--- config.mk ---
export PLATFORM = sky130hd
export DESIGN_NAME = mi3_det
export DESIGN_NICKNAME = d
export VERILOG_FILES = /design/src/hw/rtl/matrix3x3_inverse_defines.svh /design/src/hw/rtl/mi3_pkg.sv /design/src/hw/rtl/mi3_det.sv
export SDC_FILE = /design/constraint.sdc
export NUM_CORES = 2
export LEC_CHECK = 0
export ABC_AREA = 1
export BUFFER_PORTS_ARGS = -buffer_cell sky130_fd_sc_hd__buf_2
export CAP_MARGIN = 20
export CELL_PAD_IN_SITES_DETAIL_PLACEMENT = 1
export CELL_PAD_IN_SITES_GLOBAL_PLACEMENT = 1
export CORE_MARGIN = 2
export CORE_UTILIZATION = 45
export CTS_CLUSTER_SIZE = 16
export DETAILED_ROUTE_END_ITERATION = 12
export PLACE_DENSITY = 0.78
export REMOVE_ABC_BUFFERS = 1
export SYNTH_ARGS = -nofsm -noshare
export SYNTH_HDL_FRONTEND = slang
export SYNTH_SLANG_ARGS = --single-unit
--- constraint.sdc ---
create_clock -name clk -period 20.2 [get_ports clk]
set_clock_uncertainty 0.1 [all_clocks]
set_input_delay 2.02 -clock clk [delete_from_list [all_inputs] [get_ports clk]]
set_output_delay 2.02 -clock clk [all_outputs]
set_load 0.1 [all_outputs]
--- src/hw/rtl/matrix3x3_inverse_defines.svh ---
// Assertion macros for the 3x3 matrix inverse block.
`ifndef MATRIX3X3_INVERSE_DEFINES_SVH
`define MATRIX3X3_INVERSE_DEFINES_SVH

`ifndef NO_ASSERTIONS
// Checked property, ignored while reset is high.
`define MI3_ASSERT(label, prop, msg) \
  label: assert property (@(posedge clk) disable iff (rst) prop) else $error(msg);
// Checked property, also active during reset.
`define MI3_ASSERT_RST(label, prop, msg) \
  label: assert property (@(posedge clk) prop) else $error(msg);
`else
`define MI3_ASSERT(label, prop, msg)
`define MI3_ASSERT_RST(label, prop, msg)
`endif

`endif

--- src/hw/rtl/mi3_pkg.sv ---
// Shared types and cofactor operand tables for the 3x3 matrix inverse.
package mi3_pkg;

  localparam int unsigned N_ENT = 9;
  localparam int unsigned N_DIM = 3;

  // Cofactor k = a[PA0[k]]*a[PA1[k]] - a[PB0[k]]*a[PB1[k]], entries row-major.
  localparam int unsigned PA0 [N_ENT] = '{4, 2, 1, 5, 0, 2, 3, 1, 0};
  localparam int unsigned PA1 [N_ENT] = '{8, 7, 5, 6, 8, 3, 7, 6, 4};
  localparam int unsigned PB0 [N_ENT] = '{5, 1, 2, 3, 2, 0, 4, 0, 1};
  localparam int unsigned PB1 [N_ENT] = '{7, 8, 4, 8, 6, 5, 6, 7, 3};

  typedef struct packed {
    logic overflow;
    logic singular;
  } mi3_flags_t;

endpackage

--- src/hw/rtl/mi3_det.sv ---
// Two-stage determinant unit: first row times first cofactor column, then sum.
module mi3_det import mi3_pkg::*; #(
  parameter int unsigned IW = 16,
  localparam int unsigned CW = 2 * IW + 1,
  localparam int unsigned DW = 3 * IW + 3
) (
  input  logic                  clk,
  input  logic                  rst,
  input  logic                  in_valid,
  output logic                  in_ready,
  input  logic [N_ENT*CW-1:0]   in_cof,
  input  logic [N_DIM*IW-1:0]   in_row0,
  output logic                  out_valid,
  input  logic                  out_ready,
  output logic [N_ENT*CW-1:0]   out_cof,
  output logic [DW-1:0]         out_det
);

  localparam int unsigned PW = IW + CW;

  logic                 v1, v2, adv1, adv2;
  logic signed [PW-1:0] q [N_DIM];
  logic [N_ENT*CW-1:0]  cof_1;

  assign adv2      = !v2 || out_ready;
  assign adv1      = !v1 || adv2;
  assign in_ready  = adv1;
  assign out_valid = v2;

  always_ff @(posedge clk) begin
    if (rst) begin
      v1 <= 1'b0;
      v2 <= 1'b0;
    end else begin
      if (adv1) v1 <= in_valid;
      if (adv2) v2 <= v1;
    end
  end

  always_ff @(posedge clk) begin
    if (adv1) begin
      // cofactors B00, B10, B20 sit at entries 0, 3, 6
      for (int j = 0; j < N_DIM; j++) begin
        q[j] <= $signed(in_row0[j*IW +: IW]) * $signed(in_cof[j*N_DIM*CW +: CW]);
      end
      cof_1 <= in_cof;
    end
    if (adv2) begin
      out_det <= {{2{q[0][PW-1]}}, q[0]} + {{2{q[1][PW-1]}}, q[1]}
               + {{2{q[2][PW-1]}}, q[2]};
      out_cof <= cof_1;
    end
  end

endmodule

==> results.json <==
{
  "yosys_warnings": 0,
  "place.gp.congestion": 0.921,
  "drive_gt1_share_pct": 8.84,
  "setup_viol": 0,
  "synth_cells": 10200,
  "wire_per_inst_um": 21.8,
  "nFillCells": 23600,
  "ff2ff_setup_slack_ps": 16060,
  "post-place-ws_ps": 11450,
  "root_buffer": "clkbuf_16",
  "cts-resized-gates": 0,
  "synth_compound_area_share_pct": 1.63,
  "h-tree-depth": 3,
  "hpwl_um": 242000,
  "io_buffer_count": 698,
  "yosys.area_share.adder_pct": 40.1,
  "synth_top_cell_by_area": "fa_1",
  "rr_worst_depth": 5,
  "first_pass_iters": 5,
  "clk_pin_slew_worst_paths_ps": 60,
  "grt_pass1_wl_um": 451000,
  "status": "finished, final reports clean",
  "hold_path_class": "flip-flop to flip-flop",
  "fin_nets": 13000,
  "drt_wl_total_um": 293000,
  "vias": 67600,
  "worst_setup_path_start_kind": "input port",
  "via_per_inst": 5.04,
  "tns_ps": 0,
  "globalRouteOverflowTotal": 0,
  "drv_cap": 0,
  "postCtsHoldBufs": 0,
  "synth_top_family_by_area": "adder cells",
  "r2r_end": "cof_1[128]",
  "placeableCoreArea_um2": 199000,
  "crit_arrival_ps": 8370,
  "die_w_um": 451,
  "holdPathEnd": "out_cof[89]",
  "clock_latency_ps": 740,
  "worst_slew_pin_slew_ps": 989,
  "ys_ff_latch": 794,
  "cts_num_sinks": 794,
  "io_pins": 699,
  "slew_violations": 0,
  "ys_top_cells_by_area": "fa_1 35%, edfxtp_1 26%, inv_1 13%, nand2_1 12%, ha_1 5.5%",
  "grt_use_total_pct": 29.2,
  "rr_startpoint": "out_valid",
  "fin_crit_ps": 7970,
  "slew_headroom_pct": 34.0,
  "fmax_mhz": 125,
  "worst-path-max-fanout": 33,
  "grt_max_degree": 139,
  "hold_viol": 0,
  "yosys-mux-area-fraction_pct": 0,
  "synth_xor_area_share_pct": 1.29,
  "die_y_um": 451,
  "antenna_found_initial": 11,
  "die_area_um2": 203000,
  "hold_path_depth": 0,
  "cp.required_ps": 20600,
  "criticalPathCategory": "input port to flip-flop",
  "postCtsSetupRepairBufs": 0,
  "syn_area_um2": 89800,
  "avgSynthCellArea_um2": 8.77,
  "synth_top_cell_area_share_pct": 34.5,
  "cts_buffers": 89,
  "synth.distinct_cells": 37,
  "first_iter_violations": 4210,
  "synth_seq_area_share_pct": 26.5,
  "holdCritStartpoint": "cof_1[89]",
  "drc": 0,
  "grt_pass1_vias": 76700,
  "hold-worst-slack_ps": 303,
  "placementRows": 164,
  "area_growth_pct": 9.74,
  "grt_setup_unrepaired": "false",
  "start_util_pct": 45.1,
  "synthSimpleGateAreaFrac_pct": 16.3,
  "cp-end-kind": "flip-flop",
  "drt.antenna.violating_nets": 0,
  "clockBufferDepth": 3,
  "fin_ws_ps": 12230,
  "cts_tree": "yes",
  "period_share_pct": 39.5
}
==> layout make-up <==
type	instances	area (µm²)	share of cell area (%)
diodes	8	20.0	0.0203
clock buffers	102	2280	2.31
clock inverters	63	847	0.859
inverters	3043	11400	11.6
multi-input cells	6044	53200	54.0
flip-flops and latches	794	23800	24.2
well taps	2656	3320	3.37
repair buffers	716	3640	3.69
==> worst max-delay path, cell delays in order <==
cell and delay [ps]:
buf_2 670, nand2_1 340, fa_1 630, inv_1 70, fa_1 520, inv_1 290
fa_1 540, fa_1 650, fa_1 470, fa_1 500, inv_1 50, ha_1 440
nand2_1 190, nor2_1 330, nand2_1 140, nor2_1 190, nand3_1 130, nand4_1 110
nand2_1 60
==> synth_stat cells <==
cell type,count
a21boi_0,2
a21o_1,4
a21oi_1,184
a21oi_2,3
a21oi_4,1
a31oi_1,1
and2_0,2
and2_1,3
buf_1,4
buf_4,1
clkbuf_1,360
dfxtp_1,2
edfxtp_1,792
fa_1,1550
ha_1,397
inv_1,3041
inv_2,2
nand2_1,2933
nand2_2,17
nand3_1,192
nand3_2,15
nand3b_1,7
nand4_1,57
nor2_1,393
nor2_2,25
nor2_4,3
nor3_1,19
nor3_2,4
o211ai_1,1
o21a_1,4
o21ai_0,54
o21bai_1,17
o21bai_2,1
or2_1,1
or2_2,22
xnor2_1,39
xor2_1,93
==> sequential cells by signal, summed over array words and instances (netlist names) <==
register	count
v1	1
out_det	51
out_valid	1
cof_1	297
out_cof	297
q	147
==> per-stage QoR <==
stage / instance area, µm² / instances / utilization [%]
after floorplan: 88500 / 9881 / -
after global placement: 95500 / 13300 / 48.0
after detailed placement: 95500 / 13300 / 48.0
after CTS: 98600 / 13400 / 49.5
after global routing: 98600 / 13400 / 49.5
final: 98600 / 13400 / 49.5
==> layout by cell type, fill, tap and decap left out, types with 22 or more instances in the layout <==
cell | synthesis | routed
inv_1 | 3041 | 3041
nand2_1 | 2933 | 2932
fa_1 | 1550 | 1550
edfxtp_1 | 792 | 792
buf_2 | 0 | 698
ha_1 | 397 | 397
nor2_1 | 393 | 393
nand3_1 | 192 | 191
a21oi_1 | 184 | 184
xor2_1 | 93 | 93
clkbuf_16 | 0 | 89
nand4_1 | 57 | 57
o21ai_0 | 54 | 54
xnor2_1 | 39 | 39
nor2_2 | 25 | 25
or2_2 | 22 | 22
==> kinds of logic (layout without fill, tap and decap cells) <==
| kind of cell | count (synthesis) | in the layout |
|---|---|---|
| other cells | 0 | 8 |
| buf+inv | 3408 | 3924 |
| fa+ha+maj | 1947 | 1947 |
| xor+xnor | 132 | 132 |
| compound gates | 272 | 272 |
| flops | 794 | 794 |
| simple gates | 3693 | 3693 |
==> how the worst max path moves through the flow <==
stage | from | to
final | in_row0[4] | q[0][45]
after global routing | in_row0[4] | q[0][45]
after CTS | in_row0[36] | q[0][138]
after detailed placement | in_row0[36] | q[0][138]
after global placement | in_row0[36] | q[0][138]
after floorplan | out_ready | cof_1[0]
==> layer usage <==
metal,share of wire [%],vias to the layer above,track usage [%]
met4,4.8,10,12.7
met2,50,2135,51.4
li1,-,30200,-
met1,40,34700,36.0
met5,0.022,-,0
met3,5.2,511,3.51
Power is not shown: default switching activity piles up to over one toggle a cycle in this logic, so the estimate is an artifact.
